`config.mk`:
```
export PLATFORM = sky130hd
export DESIGN_NAME = utf8_to_code_point_decoder
export DESIGN_NICKNAME = d
export VERILOG_FILES = /design/src/hdl/utf8d_pkg.sv /design/src/hdl/utf8d_front.sv /design/src/hdl/utf8d_fifo.sv /design/src/hdl/utf8d_back.sv /design/src/hdl/utf8_to_code_point_decoder.sv
export SDC_FILE = /design/constraint.sdc
export NUM_CORES = 1
export LEC_CHECK = 0
export BUFFER_PORTS_ARGS = -buffer_cell sky130_fd_sc_hd__buf_2
export CAP_MARGIN = 10
export CELL_PAD_IN_SITES_DETAIL_PLACEMENT = 1
export CELL_PAD_IN_SITES_GLOBAL_PLACEMENT = 2
export CORE_AREA = 2 2 137 192
export CTS_BUF_LIST = sky130_fd_sc_hd__clkbuf_8
export DETAILED_ROUTE_END_ITERATION = 16
export DIE_AREA = 0 0 139 194
export PLACE_DENSITY_LB_ADDON = 0.1
export SLEW_MARGIN = 20
export SYNTH_ARGS = -nofsm -noshare
export SYNTH_HDL_FRONTEND = slang
export SYNTH_SLANG_ARGS = --single-unit
```
`constraint.sdc`:
```
create_clock -name clk -period 3.4 [get_ports clk]
set_clock_uncertainty 0.05 [all_clocks]
set_input_delay 0.17 -clock clk [delete_from_list [all_inputs] [get_ports clk]]
set_output_delay 0.17 -clock clk [all_outputs]
set_load 0.02 [all_outputs]
```
`src/hdl/utf8d_pkg.sv`:
```
// utf8d_pkg: types and constants of the UTF-8 decoder.
// No dependencies; imported by every module of the block.
`default_nettype none

package utf8d_pkg;

  localparam int CP_W = 21;

  localparam logic [7:0] ASCII_MAX = 8'h7f;
  localparam logic [7:0] CONT_MAX  = 8'hbf;
  localparam logic [7:0] LEAD2_MAX = 8'hdf;
  localparam logic [7:0] LEAD3_MAX = 8'hef;
  localparam logic [7:0] LEAD4_MAX = 8'hf7;

  localparam logic [1:0] PEND_NONE = 2'd0;
  localparam logic [1:0] PEND_ONE  = 2'd1;
  localparam logic [1:0] PEND_TWO  = 2'd2;
  localparam logic [1:0] PEND_3    = 2'd3;

  localparam logic [CP_W-1:0] REPL_RESET = 21'd111;

  // One queued job: one or two result words.
  typedef struct packed {
    logic            two;   // replacement word goes ahead of the final word
    logic [CP_W-1:0] cp;
    logic            rep;   // final word is the replacement
    logic            last;  // final word closes the string
  } entry_t;

endpackage

`default_nettype wire

```
`src/hdl/utf8d_front.sv`:
```
// utf8d_front: byte classifier, pending count and accumulator.
// Depends on utf8d_pkg; feeds jobs to utf8d_fifo.
`default_nettype none

module utf8d_front (
  input  wire                clk,
  input  wire                rst,
  input  wire                accept,
  input  wire  [7:0]         byte_in,
  input  wire                string_last,
  output logic               job_push,
  output utf8d_pkg::entry_t  job
);
  import utf8d_pkg::*;

  logic [1:0]      pending_count, pending_count_next;
  logic [CP_W-1:0] accumulator, accumulator_next;
  logic [1:0]      cnt_tmp;
  logic            emit;

  always_comb begin
    cnt_tmp          = pending_count;
    accumulator_next = accumulator;
    emit             = 1'b0;
    job.two          = 1'b0;
    job.cp           = {{(CP_W-8){1'b0}}, byte_in};
    job.rep          = 1'b0;
    job.last         = string_last;
    if (byte_in <= ASCII_MAX) begin
      emit    = 1'b1;
      job.two = (pending_count != PEND_NONE);
      cnt_tmp = PEND_NONE;
    end else if (byte_in <= CONT_MAX) begin
      if (pending_count != PEND_NONE) begin
        accumulator_next = {accumulator[CP_W-7:0], byte_in[5:0]};
        cnt_tmp          = pending_count - 2'd1;
        if (cnt_tmp == PEND_NONE) begin
          emit   = 1'b1;
          job.cp = accumulator_next;
        end
      end else begin
        emit    = 1'b1;
        job.rep = 1'b1;
      end
    end else if (byte_in <= LEAD2_MAX) begin
      cnt_tmp          = PEND_ONE;
      accumulator_next = {{(CP_W-5){1'b0}}, byte_in[4:0]};
    end else if (byte_in <= LEAD3_MAX) begin
      cnt_tmp          = PEND_TWO;
      accumulator_next = {{(CP_W-4){1'b0}}, byte_in[3:0]};
    end else if (byte_in <= LEAD4_MAX) begin
      cnt_tmp          = PEND_3;
      accumulator_next = {{(CP_W-3){1'b0}}, byte_in[2:0]};
    end else begin
      emit    = 1'b1;
      job.rep = 1'b1;
      cnt_tmp = PEND_NONE;
    end
    // flush of an unfinished sequence at end of string
    if (string_last && cnt_tmp != PEND_NONE) begin
      emit    = 1'b1;
      job.rep = 1'b1;
    end
    pending_count_next = string_last ? PEND_NONE : cnt_tmp;
    job_push           = accept && emit;
  end

  always_ff @(posedge clk) begin
    if (rst) begin
      pending_count <= PEND_NONE;
      accumulator   <= '0;
    end else if (accept) begin
      pending_count <= pending_count_next;
      accumulator   <= accumulator_next;
    end
  end

`ifndef SYNTHESIS
  a_last_clears: assert property (@(posedge clk) disable iff (rst)
    (accept && string_last) |=> (pending_count == PEND_NONE))
    else $error("pending count left over after end of string");
`endif

endmodule

`default_nettype wire

```
`src/hdl/utf8d_fifo.sv`:
```
// utf8d_fifo: short job queue between front and back.
// Depends on utf8d_pkg for the job type.
`default_nettype none

module utf8d_fifo #(
  parameter int DEPTH = 4
) (
  input  wire                clk,
  input  wire                rst,
  input  wire                push,
  input  utf8d_pkg::entry_t  wr_data,
  input  wire                pop,
  output utf8d_pkg::entry_t  head,
  output logic               full,
  output logic               empty
);
  import utf8d_pkg::*;

  localparam int PTR_W = (DEPTH > 1) ? $clog2(DEPTH) : 1;
  localparam int CNT_W = $clog2(DEPTH + 1);

  entry_t             mem [DEPTH];
  logic [PTR_W-1:0]   wr_ptr, rd_ptr;
  logic [CNT_W-1:0]   count;
  logic               do_push, do_pop;

  assign full    = (count == CNT_W'(DEPTH));
  assign empty   = (count == '0);
  assign do_push = push && !full;
  assign do_pop  = pop && !empty;
  assign head    = mem[rd_ptr];

  always_ff @(posedge clk) begin
    if (do_push) begin
      mem[wr_ptr] <= wr_data;
    end
  end

  always_ff @(posedge clk) begin
    if (rst) begin
      wr_ptr <= '0;
      rd_ptr <= '0;
      count  <= '0;
    end else begin
      if (do_push) begin
        wr_ptr <= (wr_ptr == PTR_W'(DEPTH - 1)) ? '0 : wr_ptr + 1'b1;
      end
      if (do_pop) begin
        rd_ptr <= (rd_ptr == PTR_W'(DEPTH - 1)) ? '0 : rd_ptr + 1'b1;
      end
      case ({do_push, do_pop})
        2'b10:   count <= count + 1'b1;
        2'b01:   count <= count - 1'b1;
        default: count <= count;
      endcase
    end
  end

`ifndef SYNTHESIS
  a_count_bound: assert property (@(posedge clk) disable iff (rst)
    count <= CNT_W'(DEPTH))
    else $error("queue count beyond depth");
  a_push_fills: assert property (@(posedge clk) disable iff (rst)
    (do_push && !do_pop) |=> !empty)
    else $error("queue empty after a word was written");
`endif

endmodule

`default_nettype wire

```
`src/hdl/utf8d_back.sv`:
```
// utf8d_back: expands queued jobs into one or two result words.
// Depends on utf8d_pkg; reads the head of utf8d_fifo.
`default_nettype none

module utf8d_back (
  input  wire                       clk,
  input  wire                       rst,
  input  utf8d_pkg::entry_t         head,
  input  wire                       q_empty,
  input  wire  [utf8d_pkg::CP_W-1:0] replacement_code,
  input  wire                       pop,
  output logic                      q_pop,
  output logic [utf8d_pkg::CP_W-1:0] code_point,
  output logic                      replaced,
  output logic                      run_last,
  output logic                      string_end
);
  import utf8d_pkg::*;

  logic phase;
  logic first;

  assign first      = head.two && !phase;
  assign code_point = (first || head.rep) ? replacement_code : head.cp;
  assign replaced   = first || head.rep;
  assign run_last   = !first;
  assign string_end = !first && head.last;
  assign q_pop      = pop && !q_empty && !first;

  always_ff @(posedge clk) begin
    if (rst) begin
      phase <= 1'b0;
    end else if (pop && !q_empty) begin
      phase <= first;
    end
  end

`ifndef SYNTHESIS
  a_phase_head: assert property (@(posedge clk) disable iff (rst)
    phase |-> (!q_empty && head.two))
    else $error("second word phase without a two-word job");
`endif

endmodule

`default_nettype wire

```
`src/hdl/utf8_to_code_point_decoder.sv`:
```
// utf8_to_code_point_decoder: top level of the UTF-8 decoder.
// Depends on utf8d_pkg, utf8d_front, utf8d_fifo, utf8d_back.
//
//   channel  handshake              payload
//   input    push / full            byte_in, string_last
//   result   empty / pop            code_point, replaced, run_last, string_end
//   config   cfg_valid / cfg_ready  cfg_data (replacement_code)
//
// One byte is taken per cycle while the job queue has room; the front updates
// its pending count and accumulator in that same cycle. The back delivers one
// word per cycle while pop is high and the queue is not empty. Bytes that
// yield no word never enter the queue. Reset (rst, synchronous)
// empties the queue and clears the decode state; cfg_ready is always high.
`default_nettype none

module utf8_to_code_point_decoder #(
  parameter int QUEUE_DEPTH = 4
) (
  input  wire                        clk,
  input  wire                        rst,
  input  wire                        push,
  output logic                       full,
  input  wire  [7:0]                 byte_in,
  input  wire                        string_last,
  output logic                       empty,
  input  wire                        pop,
  output logic [utf8d_pkg::CP_W-1:0] code_point,
  output logic                       replaced,
  output logic                       run_last,
  output logic                       string_end,
  input  wire                        cfg_valid,
  output logic                       cfg_ready,
  input  wire  [utf8d_pkg::CP_W-1:0] cfg_data
);
  import utf8d_pkg::*;

  logic [CP_W-1:0] replacement_code;
  logic            accept;
  logic            job_push;
  entry_t          job;
  entry_t          head;
  logic            q_pop;

  assign cfg_ready = 1'b1;
  assign accept    = push && !full;

  always_ff @(posedge clk) begin
    if (rst) begin
      replacement_code <= REPL_RESET;
    end else if (cfg_valid && cfg_ready) begin
      replacement_code <= cfg_data;
    end
  end

  utf8d_front u_front (
    .clk         (clk),
    .rst         (rst),
    .accept      (accept),
    .byte_in     (byte_in),
    .string_last (string_last),
    .job_push    (job_push),
    .job         (job)
  );

  utf8d_fifo #(
    .DEPTH (QUEUE_DEPTH)
  ) u_fifo (
    .clk     (clk),
    .rst     (rst),
    .push    (job_push),
    .wr_data (job),
    .pop     (q_pop),
    .head    (head),
    .full    (full),
    .empty   (empty)
  );

  utf8d_back u_back (
    .clk              (clk),
    .rst              (rst),
    .head             (head),
    .q_empty          (empty),
    .replacement_code (replacement_code),
    .pop              (pop),
    .q_pop            (q_pop),
    .code_point       (code_point),
    .replaced         (replaced),
    .run_last         (run_last),
    .string_end       (string_end)
  );

endmodule

`default_nettype wire

```
; ---- After elaboration in Yosys (flattened, before gate mapping)
; Memory sizes are Yosys's and may differ from the RTL's. A register that Yosys moved wholly into a read port is not among the register bits.
; Index checks and enable logic that the tools add are counted.
[classes]
eq_ne = 6
n_shift = 0
div = 0
n_mux = 36
n_bitwise = 1
multipliers = 0
add_sub_neg = 5
n_reduce_logical = 21
order_cmp = 5
[ops]
columns = operator, n
row1 = $mux W21, 4
row2 = $mux W15, 5
row3 = $le A8 B8 Y1 const B, 4
row4 = $mux W2, 11
row5 = $mux W22, 1
row6 = $mux W1, 14
row7 = $logic_and A1 B1 Y1, 9
row8 = $le A8 B7 Y1 const B, 1
row9 = $eq A2 B2 Y1 const B, 3
row10 = $pmux W3 S2, 1
row11 = $reduce_bool A2 Y1, 3
row12 = $add A2 B1 Y2 const B, 2
row13 = $logic_not A1 Y1, 4
row14 = $reduce_and A4 Y1, 1
row15 = $reduce_bool A4 Y1, 1
row16 = $add A3 B1 Y3 const B, 1
row17 = $eq A3 B3 Y1 const B, 1
row18 = $logic_not A3 Y1, 1
row19 = $sub A3 B1 Y3 const B, 1
row20 = $eq A2 B1 Y1 const B, 1
row21 = $logic_not A2 Y1, 1
row22 = $ne A2 B1 Y1 const B, 1
row23 = $sub A2 B1 Y2 const B, 1
row24 = $logic_or A1 B1 Y1, 1
row25 = $not A1 Y1, 1
[word_totals]
inputBits = 35
mem_count = 1
ram_bits = 96
output_inout_bits = 27
wordCells = 82
mem_bits_ro = 0
latch_bits = 0
regBits = 46
[mem_list]
columns = memory, depth, width, read_ports, rd_clocked_by_memory_dff, wr, line_no
row1 = u_fifo.mem, 4, 24, 1, 1, 1, utf8d_fifo.sv:22  ; entry_t mem [DEPTH];

; ---- Longest topological paths before layout
[depth]
depth_word = 13
mapped_depth = 12
depth_no_buf = 11

; ---- Modules after synthesis
; Synthesis repeated with hierarchy kept, for this count alone.
[unflattened]
cells_unflattened = 400
area_unflattened_um2 = 6167.2
[by_module_without_submodules]
columns = module, seq_area_each_um2, area_each_um2, instances, cells_each
row1 = utf8d_fifo, 3062.9, 3957.5, 1, 180
row2 = utf8d_front, 340.3, 997.2, 1, 116
row3 = utf8_to_code_point_decoder, 420.4, 789.5, 1, 71
row4 = utf8d_back, 20.0, 422.9, 1, 33

; ---- Worst setup path after synthesis
; Ideal clock, no wire load.
[synth_timing]
path_type = register -> register
start = register u_fifo.count[2]
end = register u_fifo.count[2]
path_buffers = 0
t_required_ns = 3.280
period_less_slack_ns = 2.774
setup_time_ns = 0.070
setup_slack_ns = 0.626
arrival_ns = 2.653
path_stages_with_launch = 11
path_cell_list = dfxtp_1 -> nor3b_1 -> nor2b_1 -> nor3b_2 -> inv_1 -> ha_1 -> inv_1 -> fa_1 -> xor2_1 -> or3_1 -> a21oi_1
[synth_between]
elab_chain_cells = 7
elab_cells_between_ends = 16
classes_between = 2 x add/sub / 3 x eq/ne / 1 x mux / 10 x reduce/logical
[synth_rtl]
columns = item, line_no
row1 = start: declaration, utf8d_fifo.sv:24  ; logic [CNT_W-1:0] count;
row2 = start signal: assignment, utf8d_fifo.sv:52  ; 2'b10: count <= count + 1'b1;
row3 = start signal: assignment, utf8d_fifo.sv:53  ; 2'b01: count <= count - 1'b1;
row4 = start signal: assignment, utf8d_fifo.sv:54  ; default: count <= count;
row5 = $eq A3 B3 Y1 *, utf8d_fifo.sv:27  ; assign full = (count == CNT_W'(DEPTH));
row6 = via full, utf8_to_code_point_decoder.sv:22  ; output logic full,
row7 = $logic_not A1 Y1 *, "utf8d_fifo.sv:29, utf8_to_code_point_decoder.sv:45"
row8 = $logic_and A1 B1 Y1, utf8_to_code_point_decoder.sv:45  ; assign accept = push && !full;
row9 = $logic_and A1 B1 Y1, utf8d_front.sv:65  ; job_push = accept && emit;
row10 = $logic_and A1 B1 Y1 *, utf8d_fifo.sv:29  ; assign do_push = push && !full;
row11 = $eq A2 B1 Y1 / $eq A2 B2 Y1 (equally long branches), utf8d_fifo.sv:51  ; case ({do_push, do_pop})
row12 = $pmux W3 S2 / $reduce_bool A2 Y1 (equally long branches), --
; The timed path passes the listed nets; every way through them passes the cells marked *.
; A chain may end at the register's enable or synchronous reset.

==> out/qor.yml <==
final_layout:
  final_common_cell: "edfxtp_1"
  final_cell_mix: "edfxtp_1 (96), buf_2 (60), dfxtp_1 (47), nor2_1 (29), dlygate4sd3_1 (27)"
  layout-drive-gt1-share: 0.3040
  n_antenna_cell: 0
  finish.utilization: 0.2906
  fillCellCount: 2711
  syn_to_final_growth_pct: 22.52
  nets: 529
  layoutNonFillerInstCount: 819
cts:
  cts_buffers: 17
  cts_max_path_buffers: 2
  cts-root-buf: "clkbuf_8"
  tritoncts: "yes"
  postCtsHoldBufs: 27
  postCtsSetupRepairBufs: 0
  cts_max_level: 4
  clock-sinks: 144
  cts_resized: 0
  insertion_delay_ps: 460
  clk_pin_slew_worst_paths_ps: 90
routing:
  dr.pass1.iters: 4
  ant_nets: 0
  drc_errors: 0
  drt_iter0_markers: 187
  wirelength_um: 14880
  wl_per_cell_um: 18.16
  vias: 3489
  vias_per_cell: 4.260
global_routing:
  grt_pass1_wl_um: 22770
  track_usage: 0.1142
  antenna_found_initial: 0
  grt_remaining_overflow: 0
  grt_max_degree: 49
  grt_pass1_vias: 3814
sta:
  fmax_mhz: 317.3
  worst_pin_slew_ps: 1052
  hold_ws_ps: 41.18
  finalSetupTns_ps: 0
  slew_headroom: 0.2984
  min_period_over_period: 0.9268
  rsz0062_at_grt: "no"
  setup_violations: 0
  hold_violations: 0
  period_needed_ps: 3151
  drv_slew: 0
setup_path:
  cp_num_cells: 6
  cp-end-kind: "output port"
  r2r_cells: 10
  crit-reg2reg-launch: "u_fifo.count[0]$_SDFFE_PP0P_"
  arrival_ps: 2930
  crit_chain: "buf_4 > mux4_2 > nor2_8 > buf_12 > mux2_4 > buf_2"
  critPathLaunchType: "register"
  path_delay_family: "multiplexers"
  cp.required_ps: 3180
  cp.buffers_inverters: 3
  critPathSlowestCell: "mux4_2"
  critical-path-max-stage-delay_ps: 640
  critPathKind: "register to output port"
  critPathMaxFanout: 23
  r2r_slack_ps: 600
  reg2reg_to: "u_fifo.count[2]$_SDFFE_PP0P_"
placed_design:
  dp.cells: 760
  hpwl_um: 9345
  place.port_buffers: 60
  gp_congestion: 0.6913
floorplan:
  io_pins: 62
  die_w_um: 139
  core_um2: 25210
  initial_core_util: 0.2372
  dieArea_um2: 26970
  die_y_um: 194
  fp-row-count: 69
logic_synthesis:
  yosysWarnings: 0
  synthCells: 395
  yosysUniqueCellTypes: 43
  synthArstFlopShare: 0
  synth_top_flop_cell: "edfxtp_1"
  yosysSeqAreaShare: 0.6428
  synth-seq-cells: 144
  syn-cell-area_um2: 5979
  syn_area_per_cell_um2: 15.14
  synth_edf_count: 96
  syn_nets: 437
power_and_ir_drop:
  finalPower_w: 0.004599
  power_density_nw_per_um2: 627.8
  irDropWorstVdd_uv: 220.1
  leakagePower_nw: 2.629
hold_path:
  min_from: "byte_in[5]"
  hp-class: "input port to register"
  hold_path_depth: 1
  min_to: "u_fifo.mem[2][7]$_DFFE_PP_"
outcome:
  status: "finished clean"
job:
  maxCapViolations: 0
[area by class of cell]
class                           count  area, um^2  area share
Clock buffer                       17       234.0     0.03194
Clock inverter                     15       193.9     0.02647
Inverter                            8       30.03    0.004099
Multi-Input combinational cell    220        1973      0.2693
Sequential cell                   144        3845      0.5249
Tap cell                          319       399.1     0.05448
Timing Repair Buffer               96       650.6     0.08881
[per-layer routing]
metal,global-route usage,vias up,share of wire
met5,0,-,0
met4,0.04040,0,0.015
met3,0.02865,11,0.027
met2,0.1992,43,0.52
met1,0.1363,1786,0.43
li1,-,1649,-
[flip-flops by register name, summed over array words and instances (netlist names), named ones only]
name                   count
u_fifo.mem                96
replacement_code          21
u_front.accumulator       15
u_fifo.count               3
u_fifo.rd_ptr              2
u_fifo.wr_ptr              2
u_front.pending_count      2
u_back.phase               1
[cell families (layout without fill, tap and decap cells)]
family,Yosys count,count (layout),share of synthesized area
other cells,1,1,0.0006271
compound gates,33,33,0.03641
buf+inv,31,136,0.02804
fa+ha+maj,7,7,0.01590
mux,66,66,0.1772
simple gates,111,111,0.09604
xor+xnor,2,2,0.002930
flops,144,144,0.6428
[synthesized netlist by cell type (3+ instances only)]
cell type   n  share of area
dfxtp_1    48           0.16
nand3_1    14          0.012
a211o_1     6         0.0088
and2_1     17          0.018
nand2b_1    4         0.0042
mux2_4     19          0.048
nand2_1    25          0.016
mux4_2     24          0.090
mux2i_1    20          0.033
mux2_2      3         0.0056
buf_2       6         0.0050
a21oi_1    18          0.015
ha_1        6          0.013
edfxtp_1   96           0.48
clkbuf_1    9         0.0056
nor2b_1    10          0.010
nor2_1     29          0.018
inv_1       8         0.0050
buf_1       4         0.0025
[how the worst max path moves through the flow]
stage                                      start                      endpoint
finish                                  register                code_point[10]
global route                            register                code_point[10]
CTS                                     register                code_point[10]
detailed placement  u_fifo.count[0]$_SDFFE_PP0P_  u_fifo.count[2]$_SDFFE_PP0P_
global placement                        register                code_point[10]
floorplan           u_fifo.count[2]$_SDFFE_PP0P_  u_fifo.count[2]$_SDFFE_PP0P_
[metrics by stage]
stage	worst slack, ps	cell area, um^2
3_3_place_gp	656.0	6628
4_1_cts	87.48	7326
2_1_floorplan	626.2	5979
3_5_place_dp	595.2	6628
5_1_grt	24.17	7326
6_report	248.8	7326
[worst register-to-register path: cells and delay by family, from the launching register on]
family	cells	cell delay (ps)
flip-flops	1	420
AO/OA/AOI/OAI	1	160
XOR/XNOR	1	70
AND/OR/NAND/NOR	4	1410
adder cells (fa/ha/maj)	2	410
buffers and inverters	2	180
[report_power, final]
group	switching, W	internal (W)	leakage [nW]
registers	0.0000519	0.00199	1.28
logic	0.000588	0.000497	1.15
clock network	0.000677	0.000794	0.205
Note: power is estimated with default switching activity, not from simulation.
